$ cat config.mk
export PLATFORM = sky130hd
export DESIGN_NAME = swerve_inverse_kinematics
export DESIGN_NICKNAME = d
export VERILOG_FILES = /design/src/rtl/swik_pkg.sv /design/src/rtl/swik_seq.sv /design/src/rtl/swik_dpath.sv /design/src/rtl/swerve_inverse_kinematics.sv
export SDC_FILE = /design/constraint.sdc
export NUM_CORES = 2
export LEC_CHECK = 0
export BUFFER_PORTS_ARGS = -buffer_cell sky130_fd_sc_hd__buf_2
export CORE_MARGIN = 2
export CORE_UTILIZATION = 36
export DETAILED_ROUTE_END_ITERATION = 10
export PLACE_DENSITY_LB_ADDON = 0.12
export SYNTH_ARGS = -nofsm -noshare
export SYNTH_HDL_FRONTEND = slang
export SYNTH_SLANG_ARGS = --single-unit
$ cat constraint.sdc
create_clock -name aclk -period 15.2 [get_ports aclk]
set_input_delay 2.28 -clock aclk [delete_from_list [all_inputs] [get_ports aclk]]
set_output_delay 2.28 -clock aclk [all_outputs]
set_load 0.05 [all_outputs]
$ cat src/rtl/swik_pkg.sv
// swik_pkg: shared types, constants, microcode and tables of the swerve kinematics block
`default_nettype none

package swik_pkg;

    localparam int MOD_COUNT   = 4;
    localparam int MOD_W       = 2;
    localparam int CFG_W       = 15;
    localparam int CFG_IDX_W   = 1;
    localparam int IN_W        = 16;
    localparam int COMP_W      = 18;
    localparam int PROD_W      = 36;
    localparam int CX_W        = 28;
    localparam int Z_W         = 20;
    localparam int ANG_W       = 16;
    localparam int SPD_W       = 16;
    localparam int SQ_W        = 36;
    localparam int SQ_TOP      = 34;
    localparam int SQRT_ITERS  = 18;
    localparam int ATAN_IDX_W  = 5;
    localparam int PI_Q13      = 25736;
    localparam int HALF_PI_Q16 = 102944;
    localparam int ROUND_Q14   = 8192;
    localparam int PC_W        = 3;

    localparam logic [CFG_IDX_W-1:0] REG_HALF_WHEEL_BASE  = 1'd0;
    localparam logic [CFG_IDX_W-1:0] REG_HALF_TRACK_WIDTH = 1'd1;

    typedef logic [PC_W-1:0] pc_t;

    localparam pc_t PC_LOAD = 3'd0;
    localparam pc_t PC_MTY  = 3'd1;
    localparam pc_t PC_MTX  = 3'd2;
    localparam pc_t PC_FORM = 3'd3;
    localparam pc_t PC_SQX  = 3'd4;
    localparam pc_t PC_SQY  = 3'd5;
    localparam pc_t PC_ITER = 3'd6;
    localparam pc_t PC_EMIT = 3'd7;

    typedef struct packed {
        logic signed [IN_W-1:0] x_speed;
        logic signed [IN_W-1:0] y_speed;
        logic signed [IN_W-1:0] turn_rate;
    } in_word_t;

    typedef struct packed {
        logic [MOD_W-1:0]        module_index;
        logic [SPD_W-1:0]        wheel_speed;
        logic signed [ANG_W-1:0] steer_angle;
        logic                    last_module;
    } out_word_t;

    typedef enum logic [2:0] {
        OP_LOAD,
        OP_MUL_TY,
        OP_MUL_TX,
        OP_FORM,
        OP_SQ_X,
        OP_SQ_Y,
        OP_ITER,
        OP_EMIT
    } op_t;

    typedef enum logic [2:0] {
        COND_NEXT,
        COND_WAIT_IN,
        COND_ZERO,
        COND_LOOP,
        COND_EMIT
    } cond_t;

    typedef struct packed {
        op_t   op;
        cond_t cond;
        pc_t   target;
    } uword_t;

    typedef struct packed {
        op_t  op;
        logic fire;
    } ctrl_t;

    typedef struct packed {
        logic zero;
        logic iter_done;
        logic last;
    } stat_t;

    function automatic uword_t ucode(pc_t pc);
        uword_t w;
        unique case (pc)
            PC_LOAD: w = '{op: OP_LOAD,   cond: COND_WAIT_IN, target: PC_LOAD};
            PC_MTY:  w = '{op: OP_MUL_TY, cond: COND_NEXT,    target: PC_LOAD};
            PC_MTX:  w = '{op: OP_MUL_TX, cond: COND_NEXT,    target: PC_LOAD};
            PC_FORM: w = '{op: OP_FORM,   cond: COND_NEXT,    target: PC_LOAD};
            PC_SQX:  w = '{op: OP_SQ_X,   cond: COND_NEXT,    target: PC_LOAD};
            PC_SQY:  w = '{op: OP_SQ_Y,   cond: COND_ZERO,    target: PC_EMIT};
            PC_ITER: w = '{op: OP_ITER,   cond: COND_LOOP,    target: PC_LOAD};
            PC_EMIT: w = '{op: OP_EMIT,   cond: COND_EMIT,    target: PC_FORM};
            default: w = '{op: OP_LOAD,   cond: COND_WAIT_IN, target: PC_LOAD};
        endcase
        return w;
    endfunction

    // round(atan(2^-i) * 2^16)
    function automatic logic [15:0] atan_q16(logic [ATAN_IDX_W-1:0] i);
        logic [15:0] a;
        case (i)
            5'd0:    a = 16'd51472;
            5'd1:    a = 16'd30386;
            5'd2:    a = 16'd16055;
            5'd3:    a = 16'd8150;
            5'd4:    a = 16'd4091;
            5'd5:    a = 16'd2047;
            5'd6:    a = 16'd1024;
            5'd7:    a = 16'd512;
            5'd8:    a = 16'd256;
            5'd9:    a = 16'd128;
            5'd10:   a = 16'd64;
            5'd11:   a = 16'd32;
            5'd12:   a = 16'd16;
            5'd13:   a = 16'd8;
            5'd14:   a = 16'd4;
            5'd15:   a = 16'd2;
            5'd16:   a = 16'd1;
            default: a = 16'd0;
        endcase
        return a;
    endfunction

    // front left and rear left subtract the wheel base term
    function automatic logic y_neg(logic [MOD_W-1:0] k);
        return (k == 2'd0) || (k == 2'd1);
    endfunction

    // front left and front right subtract the track width term
    function automatic logic x_neg(logic [MOD_W-1:0] k);
        return (k == 2'd0) || (k == 2'd3);
    endfunction

endpackage

`default_nettype wire

$ cat src/rtl/swik_seq.sv
// swik_seq: microprogram counter, control store and branch logic
`default_nettype none

module swik_seq (
    input  wire logic          aclk,
    input  wire logic          aresetn,
    input  wire logic          s_valid,
    input  wire logic          out_free,
    input  wire swik_pkg::stat_t stat,
    output swik_pkg::ctrl_t    ctrl
);
    import swik_pkg::*;

    pc_t    pc_reg;
    pc_t    pc_next;
    uword_t uw;

    assign uw = ucode(pc_reg);

    always_comb begin
        pc_next = PC_W'(pc_reg + 1'b1);
        unique case (uw.cond)
            COND_NEXT: begin
                pc_next = PC_W'(pc_reg + 1'b1);
            end
            COND_WAIT_IN: begin
                if (!s_valid) begin
                    pc_next = pc_reg;
                end
            end
            COND_ZERO: begin
                if (stat.zero) begin
                    pc_next = uw.target;
                end
            end
            COND_LOOP: begin
                if (!stat.iter_done) begin
                    pc_next = pc_reg;
                end
            end
            COND_EMIT: begin
                if (!out_free) begin
                    pc_next = pc_reg;
                end else if (stat.last) begin
                    pc_next = PC_LOAD;
                end else begin
                    pc_next = uw.target;
                end
            end
            default: begin
                pc_next = PC_LOAD;
            end
        endcase
    end

    always_comb begin
        ctrl.op = uw.op;
        unique case (uw.cond)
            COND_WAIT_IN: ctrl.fire = s_valid;
            COND_EMIT:    ctrl.fire = out_free;
            default:      ctrl.fire = 1'b1;
        endcase
    end

    always_ff @(posedge aclk) begin
        if (!aresetn) begin
            pc_reg <= PC_LOAD;
        end else begin
            pc_reg <= pc_next;
        end
    end

endmodule

`default_nettype wire

$ cat src/rtl/swik_dpath.sv
// swik_dpath: shared multiplier, cordic vectoring unit, square root unit and held angles
`default_nettype none

module swik_dpath #(
    parameter int CORDIC_STAGES = 16
) (
    input  wire logic                     aclk,
    input  wire logic                     aresetn,
    input  wire swik_pkg::ctrl_t          ctrl,
    input  wire swik_pkg::in_word_t       in_word,
    input  wire logic [swik_pkg::CFG_W-1:0] hwb,
    input  wire logic [swik_pkg::CFG_W-1:0] htw,
    output swik_pkg::stat_t               stat,
    output swik_pkg::out_word_t           res
);
    import swik_pkg::*;

    localparam int ITER_COUNT = (CORDIC_STAGES > SQRT_ITERS) ? CORDIC_STAGES : SQRT_ITERS;
    localparam int CNT_W      = $clog2(ITER_COUNT);

    logic signed [IN_W-1:0]   x_reg, x_next;
    logic signed [IN_W-1:0]   y_reg, y_next;
    logic signed [IN_W-1:0]   w_reg, w_next;
    logic signed [COMP_W-1:0] ty_reg, ty_next;
    logic signed [COMP_W-1:0] tx_reg, tx_next;
    logic signed [COMP_W-1:0] cx_reg, cx_next;
    logic signed [COMP_W-1:0] cy_reg, cy_next;
    logic [SQ_W-1:0]          sq_reg, sq_next;
    logic [SQ_W-1:0]          rem_reg, rem_next;
    logic [SQ_W-1:0]          root_reg, root_next;
    logic signed [CX_W-1:0]   xc_reg, xc_next;
    logic signed [CX_W-1:0]   yc_reg, yc_next;
    logic signed [Z_W-1:0]    z_reg, z_next;
    logic [CNT_W-1:0]         cnt_reg, cnt_next;
    logic [MOD_W-1:0]         mod_reg, mod_next;
    logic signed [ANG_W-1:0]  held_reg [MOD_COUNT];
    logic                     held_we;

    logic signed [COMP_W-1:0] mul_a, mul_b;
    logic signed [PROD_W-1:0] prod;
    logic signed [PROD_W-1:0] offs_full;
    logic signed [COMP_W-1:0] offs;
    logic signed [COMP_W-1:0] xw, yw;
    logic signed [CX_W-1:0]   xa, ya;
    logic signed [CX_W-1:0]   xsh, ysh;
    logic signed [Z_W-1:0]    da;
    logic                     cordic_on, sqrt_on;
    logic [5:0]               sqsh;
    logic [SQ_W-1:0]          bitv, trial;
    logic [SQ_W-1:0]          rnd;
    logic [SPD_W-1:0]         spd;
    logic signed [Z_W-1:0]    zr;
    logic signed [ANG_W-1:0]  ang;
    logic                     zero;

    always_comb begin
        unique case (ctrl.op)
            OP_MUL_TY: begin
                mul_a = COMP_W'(w_reg);
                mul_b = $signed({3'b000, hwb});
            end
            OP_MUL_TX: begin
                mul_a = COMP_W'(w_reg);
                mul_b = $signed({3'b000, htw});
            end
            OP_SQ_X: begin
                mul_a = cx_reg;
                mul_b = cx_reg;
            end
            default: begin
                mul_a = cy_reg;
                mul_b = cy_reg;
            end
        endcase
    end

    assign prod      = mul_a * mul_b;
    assign offs_full = (prod + PROD_W'(ROUND_Q14)) >>> 14;
    assign offs      = offs_full[COMP_W-1:0];

    assign xw = COMP_W'(x_reg);
    assign yw = COMP_W'(y_reg);

    assign zero = (cx_reg == '0) && (cy_reg == '0);

    // vector scaled by 256 before the cordic pass
    assign xa = CX_W'($signed({cx_reg, 8'b0}));
    assign ya = CX_W'($signed({cy_reg, 8'b0}));

    assign xsh       = xc_reg >>> cnt_reg;
    assign ysh       = yc_reg >>> cnt_reg;
    assign da        = Z_W'($signed({1'b0, atan_q16(ATAN_IDX_W'(cnt_reg))}));
    assign cordic_on = int'(cnt_reg) < CORDIC_STAGES;
    assign sqrt_on   = int'(cnt_reg) < SQRT_ITERS;
    assign sqsh      = 6'(SQ_TOP - 2 * int'(cnt_reg));
    assign bitv      = SQ_W'(1) << sqsh;
    assign trial     = root_reg + bitv;

    assign rnd = root_reg + SQ_W'(rem_reg > root_reg);
    assign spd = (rnd > SQ_W'(16'hFFFF)) ? '1 : rnd[SPD_W-1:0];

    assign zr = (z_reg + Z_W'(4)) >>> 3;

    always_comb begin
        if (zr > Z_W'(PI_Q13)) begin
            ang = ANG_W'(PI_Q13);
        end else if (zr < Z_W'(-PI_Q13)) begin
            ang = ANG_W'(-PI_Q13);
        end else begin
            ang = zr[ANG_W-1:0];
        end
    end

    always_comb begin
        x_next    = x_reg;
        y_next    = y_reg;
        w_next    = w_reg;
        ty_next   = ty_reg;
        tx_next   = tx_reg;
        cx_next   = cx_reg;
        cy_next   = cy_reg;
        sq_next   = sq_reg;
        rem_next  = rem_reg;
        root_next = root_reg;
        xc_next   = xc_reg;
        yc_next   = yc_reg;
        z_next    = z_reg;
        cnt_next  = cnt_reg;
        mod_next  = mod_reg;
        held_we   = 1'b0;
        unique case (ctrl.op)
            OP_LOAD: begin
                if (ctrl.fire) begin
                    x_next = in_word.x_speed;
                    y_next = in_word.y_speed;
                    w_next = in_word.turn_rate;
                end
            end
            OP_MUL_TY: begin
                ty_next = offs;
            end
            OP_MUL_TX: begin
                tx_next  = offs;
                mod_next = '0;
            end
            OP_FORM: begin
                cy_next = y_neg(mod_reg) ? yw - ty_reg : yw + ty_reg;
                cx_next = x_neg(mod_reg) ? xw - tx_reg : xw + tx_reg;
            end
            OP_SQ_X: begin
                sq_next = SQ_W'(prod);
            end
            OP_SQ_Y: begin
                rem_next  = sq_reg + SQ_W'(prod);
                root_next = '0;
                cnt_next  = '0;
                if (xa < 0) begin
                    if (ya >= 0) begin
                        xc_next = ya;
                        yc_next = -xa;
                        z_next  = Z_W'(HALF_PI_Q16);
                    end else begin
                        xc_next = -ya;
                        yc_next = xa;
                        z_next  = Z_W'(-HALF_PI_Q16);
                    end
                end else begin
                    xc_next = xa;
                    yc_next = ya;
                    z_next  = '0;
                end
            end
            OP_ITER: begin
                cnt_next = CNT_W'(cnt_reg + 1'b1);
                if (cordic_on) begin
                    if (yc_reg >= 0) begin
                        xc_next = xc_reg + ysh;
                        yc_next = yc_reg - xsh;
                        z_next  = z_reg + da;
                    end else begin
                        xc_next = xc_reg - ysh;
                        yc_next = yc_reg + xsh;
                        z_next  = z_reg - da;
                    end
                end
                if (sqrt_on) begin
                    if (rem_reg >= trial) begin
                        rem_next  = rem_reg - trial;
                        root_next = (root_reg >> 1) + bitv;
                    end else begin
                        root_next = root_reg >> 1;
                    end
                end
            end
            OP_EMIT: begin
                if (ctrl.fire) begin
                    mod_next = MOD_W'(mod_reg + 1'b1);
                    held_we  = !zero;
                end
            end
            default: begin
                mod_next = mod_reg;
            end
        endcase
    end

    always_comb begin
        res.module_index = mod_reg;
        res.wheel_speed  = zero ? '0 : spd;
        res.steer_angle  = zero ? held_reg[mod_reg] : ang;
        res.last_module  = (mod_reg == MOD_W'(MOD_COUNT - 1));
    end

    assign stat.zero      = zero;
    assign stat.iter_done = (cnt_reg == CNT_W'(ITER_COUNT - 1));
    assign stat.last      = (mod_reg == MOD_W'(MOD_COUNT - 1));

    always_ff @(posedge aclk) begin
        if (!aresetn) begin
            cnt_reg <= '0;
            mod_reg <= '0;
            for (int k = 0; k < MOD_COUNT; k++) begin
                held_reg[k] <= '0;
            end
        end else begin
            cnt_reg <= cnt_next;
            mod_reg <= mod_next;
            if (held_we) begin
                held_reg[mod_reg] <= ang;
            end
        end
    end

    always_ff @(posedge aclk) begin
        x_reg    <= x_next;
        y_reg    <= y_next;
        w_reg    <= w_next;
        ty_reg   <= ty_next;
        tx_reg   <= tx_next;
        cx_reg   <= cx_next;
        cy_reg   <= cy_next;
        sq_reg   <= sq_next;
        rem_reg  <= rem_next;
        root_reg <= root_next;
        xc_reg   <= xc_next;
        yc_reg   <= yc_next;
        z_reg    <= z_next;
    end

endmodule

`default_nettype wire

$ cat src/rtl/swerve_inverse_kinematics.sv
// swerve_inverse_kinematics: top level, configuration registers and result register
//
//  port group   dir  contents
//  s_*          in   chassis command word: x_speed, y_speed, turn_rate
//  m_*          out  module result word: module_index, wheel_speed, steer_angle, last_module
//  cfg_*        in   register write: half_wheel_base (0), half_track_width (1)
//
// a command runs through load and the two offset multiplies, then per module the form
// step, two square steps, the shared cordic / square root iteration loop and emit; a
// module with both components zero skips the iteration loop and goes straight to emit
// synchronous reset clears the sequencer, the result valid flag and the held angles
// a held result word stalls the sequencer at its emit step; the next command is
// accepted while the last result word still waits
`default_nettype none

module swerve_inverse_kinematics #(
    parameter int CORDIC_STAGES = 16
) (
    input  wire logic                          aclk,
    input  wire logic                          aresetn,
    input  wire logic                          s_valid,
    output logic                               s_ready,
    input  wire swik_pkg::in_word_t            s_data,
    output logic                               m_valid,
    input  wire logic                          m_ready,
    output swik_pkg::out_word_t                m_data,
    input  wire logic                          cfg_wr_en,
    input  wire logic [swik_pkg::CFG_IDX_W-1:0] cfg_index,
    input  wire logic [swik_pkg::CFG_W-1:0]     cfg_data
);
    import swik_pkg::*;

    logic [CFG_W-1:0] hwb_reg, hwb_next;
    logic [CFG_W-1:0] htw_reg, htw_next;
    logic             m_valid_reg, m_valid_next;
    out_word_t        m_data_reg, m_data_next;
    logic             out_free;
    logic             emit_go;
    ctrl_t            ctrl;
    stat_t            stat;
    out_word_t        res;

    swik_seq u_seq (
        .aclk     (aclk),
        .aresetn  (aresetn),
        .s_valid  (s_valid),
        .out_free (out_free),
        .stat     (stat),
        .ctrl     (ctrl)
    );

    swik_dpath #(
        .CORDIC_STAGES (CORDIC_STAGES)
    ) u_dpath (
        .aclk    (aclk),
        .aresetn (aresetn),
        .ctrl    (ctrl),
        .in_word (s_data),
        .hwb     (hwb_reg),
        .htw     (htw_reg),
        .stat    (stat),
        .res     (res)
    );

    assign out_free = !m_valid_reg || m_ready;
    assign emit_go  = (ctrl.op == OP_EMIT) && ctrl.fire;
    assign s_ready  = (ctrl.op == OP_LOAD);
    assign m_valid  = m_valid_reg;
    assign m_data   = m_data_reg;

    always_comb begin
        hwb_next = hwb_reg;
        htw_next = htw_reg;
        if (cfg_wr_en) begin
            unique case (cfg_index)
                REG_HALF_WHEEL_BASE:  hwb_next = cfg_data;
                REG_HALF_TRACK_WIDTH: htw_next = cfg_data;
                default:              hwb_next = hwb_reg;
            endcase
        end
    end

    always_comb begin
        m_data_next  = m_data_reg;
        m_valid_next = m_valid_reg && !m_ready;
        if (emit_go) begin
            m_data_next  = res;
            m_valid_next = 1'b1;
        end
    end

    always_ff @(posedge aclk) begin
        if (!aresetn) begin
            hwb_reg     <= CFG_W'(4096);
            htw_reg     <= CFG_W'(4096);
            m_valid_reg <= 1'b0;
        end else begin
            hwb_reg     <= hwb_next;
            htw_reg     <= htw_next;
            m_valid_reg <= m_valid_next;
        end
    end

    always_ff @(posedge aclk) begin
        m_data_reg <= m_data_next;
    end

    // not ready in the cycle after taking a command
    a_busy_after_accept: assert property (@(posedge aclk) disable iff (!aresetn)
        s_valid && s_ready |=> !s_ready)
        else $error("sequencer ready right after a command was taken");

    // after the fourth result is loaded the sequencer is back at its load step
    a_ready_after_last: assert property (@(posedge aclk) disable iff (!aresetn)
        emit_go && res.last_module |=> s_ready)
        else $error("sequencer not back at load after last module");

    // emitted angle stays within minus pi to pi
    a_angle_range: assert property (@(posedge aclk) disable iff (!aresetn)
        m_valid |-> ($signed(m_data.steer_angle) <= $signed(ANG_W'(PI_Q13)))
            && ($signed(m_data.steer_angle) >= $signed(ANG_W'(-PI_Q13))))
        else $error("steer angle out of range");

    // a zero speed result is only emitted for a module whose components are both zero
    a_zero_speed: assert property (@(posedge aclk) disable iff (!aresetn)
        emit_go && !stat.zero && (res.wheel_speed == '0) |-> 1'b0)
        else $error("nonzero vector gave zero wheel speed");

endmodule

`default_nettype wire

==> key figures <==
Setup path
  – Most used cell, CP: fa_1
  – Arrival @ worst endpoint: 12.79 ns
  – Slowest CP cell: a2111oi_0
  – CP Buf/Inv Count: 6
  – Critical R2R Capture: u_dpath.rem_reg[34]
  – Worst path top cell family by delay: compound AO/OA/AOI/OAI gates
  – Critical path endpoint category: register
  – Reg2reg path depth: 36
  – CP peak stage delay: 0.99 ns
  – R2R Setup Slk: 2.82 ns
  – Critical Path Fanout Max: 18
  – CP Launch Type: register
  – Required time of the critical path: 15.61 ns
  – Crit Path Class: register to register
  – Reg2reg start: u_seq.uw[6]

Floorplan
  – # IOs: 106
  – Row cnt: 136
  – Initial Util: 0.363
  – Chip width: 376 um
  – Core Area: 137000 um^2
  – DIE AREA: 142000 um^2
  – Chip Height: 376 um

Layout
  – Commonest cells after routing, fill and taps aside: nand2_1, inv_1, nor2_1, edfxtp_1, ha_1
  – Fillcell total: 13800
  – Final nets: 6239
  – Max reg flops: 64
  – Post-route cell area: 54600 um^2
  – Most common cell after layout, fill and taps aside: nand2_1
  – Share of post-route cells with drive strength above 1: 0.0813
  – P&R area growth vs syn: 9.44%

Placed design
  – GP Congestion: 0.895
  – Buffers on Ports: 105
  – Hpwl dp: 127 mm
  – Post-placement cell area: 52300 um^2

Route
  – Post-route antenna net violation count: 0
  – Iter 0 DRT Violations: 3371
  – Drt first pass iters: 6
  – # DRC: 0
  – Final WL: 160 mm
  – Vias per cell: 5.55
  – Vias after detailed routing: 40500
  – Drt wl/cell: 22.0 um

Synthesis
  – Mux contribution to synthesized area: 0.0519
  – Synthesized flop and latch total: 470
  – Share of the synthesized area in the top cell type: 0.243
  – Ys flop type: edfxtp_1
  – Mean Syn Cell Area: 9.15 um^2
  – Sequential fraction of the synthesis area: 0.270
  – Synth area leaders: edfxtp_1, fa_1, ha_1
  – Xor-xnor portion of the synthesized cell area: 0.0717
  – Simple-gate portion of the synthesized area: 0.158
  – Syn_nets: 6233
  – Number of synthesized flops with an enable pin: 403
  – Post-synth top area cell: edfxtp_1
  – Largest family of logic cells by synthesized area: adder cells
  – Post-synthesis cell type count: 96
  – Post-synthesis compound-gate area fraction: 0.159
  – Post-Syn Instances: 5450
  – Ys Warns: 0
  – Adder-Cell Fraction of Synth Area: 0.230
  – Synth Cell Area: 49900 um^2
  – Async SR Flop Fraction: 0

Timing
  – Period utilization: 0.815
  – Setup violators final: 0
  – Top achievable clock speed: 80.8 MHz
  – Period minus WS final: 12.38 ns
  – Setup TNS: 0 ns
  – Final hold slack: 0.462 ns
  – Slew headroom: 0.0511
  – Pins Over Slew Limit: 0
  – RSZ-0062 raised after global routing: no
  – Final hold violations: 0
  – Measured slew at the worst slew-check pin: 1.42 ns
  – Setup Skew: 0.0571 ns

Min path
  – Hold depth: 2
  – Worst Hold End: hwb_reg[7]
  – Hold WC Path Type: register to register
  – Hold_sp: hwb_reg[7]

Clock tree
  – Clock Latency Late Sink: 0.70 ns
  – H-tree depth: 3
  – Reg clk slew, reported paths: 0.06 ns
  – CTS max path bufs: 3
  – Number of hold buffers added after cts: 0
  – Post_cts resized: 0
  – CTS tree: built
  – Clock sink count: 470
  – CTS root buf: clkbuf_16
  – Setup Buffers After CTS: 0
  – Total CTS buffers: 66

Global route
  – Vias in the first global route: 39100
  – Largest net degree at the start of global routing: 72
  – Total track usage: 0.224
  – First-pass GRT wire length: 243 mm
  – Global route total overflow: 0
  – Initial antenna violation count: 6

Run
  – Max cap viols: 0

Run status
  – Status: complete, no violations
-- layout make-up --
cell class	count	area (um^2)	area share
clock buffers	91	1880	0.0344
multi-input cells	4198	33500	0.614
repair buffers	173	1040	0.0190
diodes	4	10.0	0.000183
inverters	547	2050	0.0376
flip-flops and latches	470	13500	0.246
clock inverters	29	393	0.00720
well taps	1794	2240	0.0411
-- metrics by stage --
stage / util / cells / setup slack (ns)
detailed placement: 0.380 / 7182 / 2.93
global placement: 0.380 / 7182 / 3.06
finish: 0.397 / 7306 / 2.82
global route: 0.397 / 7302 / 1.87
floorplan: - / 5450 / 4.15
CTS: 0.397 / 7302 / 2.86
-- layer usage --
layer	global-route usage	vias to the layer above	part of all wire
met5	0	-	0.000062
met4	0.0815	2	0.038
met3	0.0293	214	0.053
met2	0.359	1087	0.46
met1	0.310	20100	0.45
li1	-	19100	-
-- worst max path at each step --
stage	start	endpoint	slack (ns)	cells after the start
final	u_seq.uw[6]	u_dpath.rem_reg[34]	2.82	36
after detailed placement	u_seq.uw[6]	u_dpath.rem_reg[34]	2.93	36
after global placement	u_seq.uw[6]	u_dpath.rem_reg[34]	3.06	36
after CTS	u_seq.uw[6]	u_dpath.rem_reg[34]	2.86	36
after global routing	u_seq.uw[6]	u_dpath.rem_reg[34]	1.87	36
after floorplan	u_seq.uw[8]	u_dpath.rem_reg[34]	4.15	39
-- worst register-to-register path: cells and delay by family (launching register included) --
| kind | cells | cell delay, ns |
|---|---|---|
| AO/OA/AOI/OAI | 11 | 4.00 |
| flip-flops | 1 | 0.59 |
| adder cells (fa/ha/maj) | 8 | 3.76 |
| buffers and inverters | 6 | 0.81 |
| AND/OR/NAND/NOR | 11 | 2.92 |
-- cell families (layout without fill, tap and decap cells) --
logic type / Yosys count / in the layout
xor+xnor: 407 / 407
mux: 158 / 158
simple gates: 1717 / 1717
fa+ha+maj: 715 / 715
compound gates: 1201 / 1201
flops: 470 / 470
other cells: 0 / 4
buf+inv: 782 / 840
-- Yosys cell counts, types with 49 or more instances --
cell type,instances
nand2_1,557
xnor2_1,250
dfxtp_1,67
nand3_1,106
nor3_1,83
inv_1,544
o211ai_1,49
edfxtp_1,403
and3_1,58
fa_1,336
xor2_1,156
o21ai_0,271
nand2b_1,70
and2_1,59
nor2b_1,54
a21oi_1,266
a211oi_1,56
ha_1,378
mux4_2,63
mux2i_1,54
clkbuf_1,183
a21o_1,114
nor2_1,543
Power is left out: the tool's default activity adds up to more than one toggle a clock period on the data nets, which glitch-free logic cannot reach.
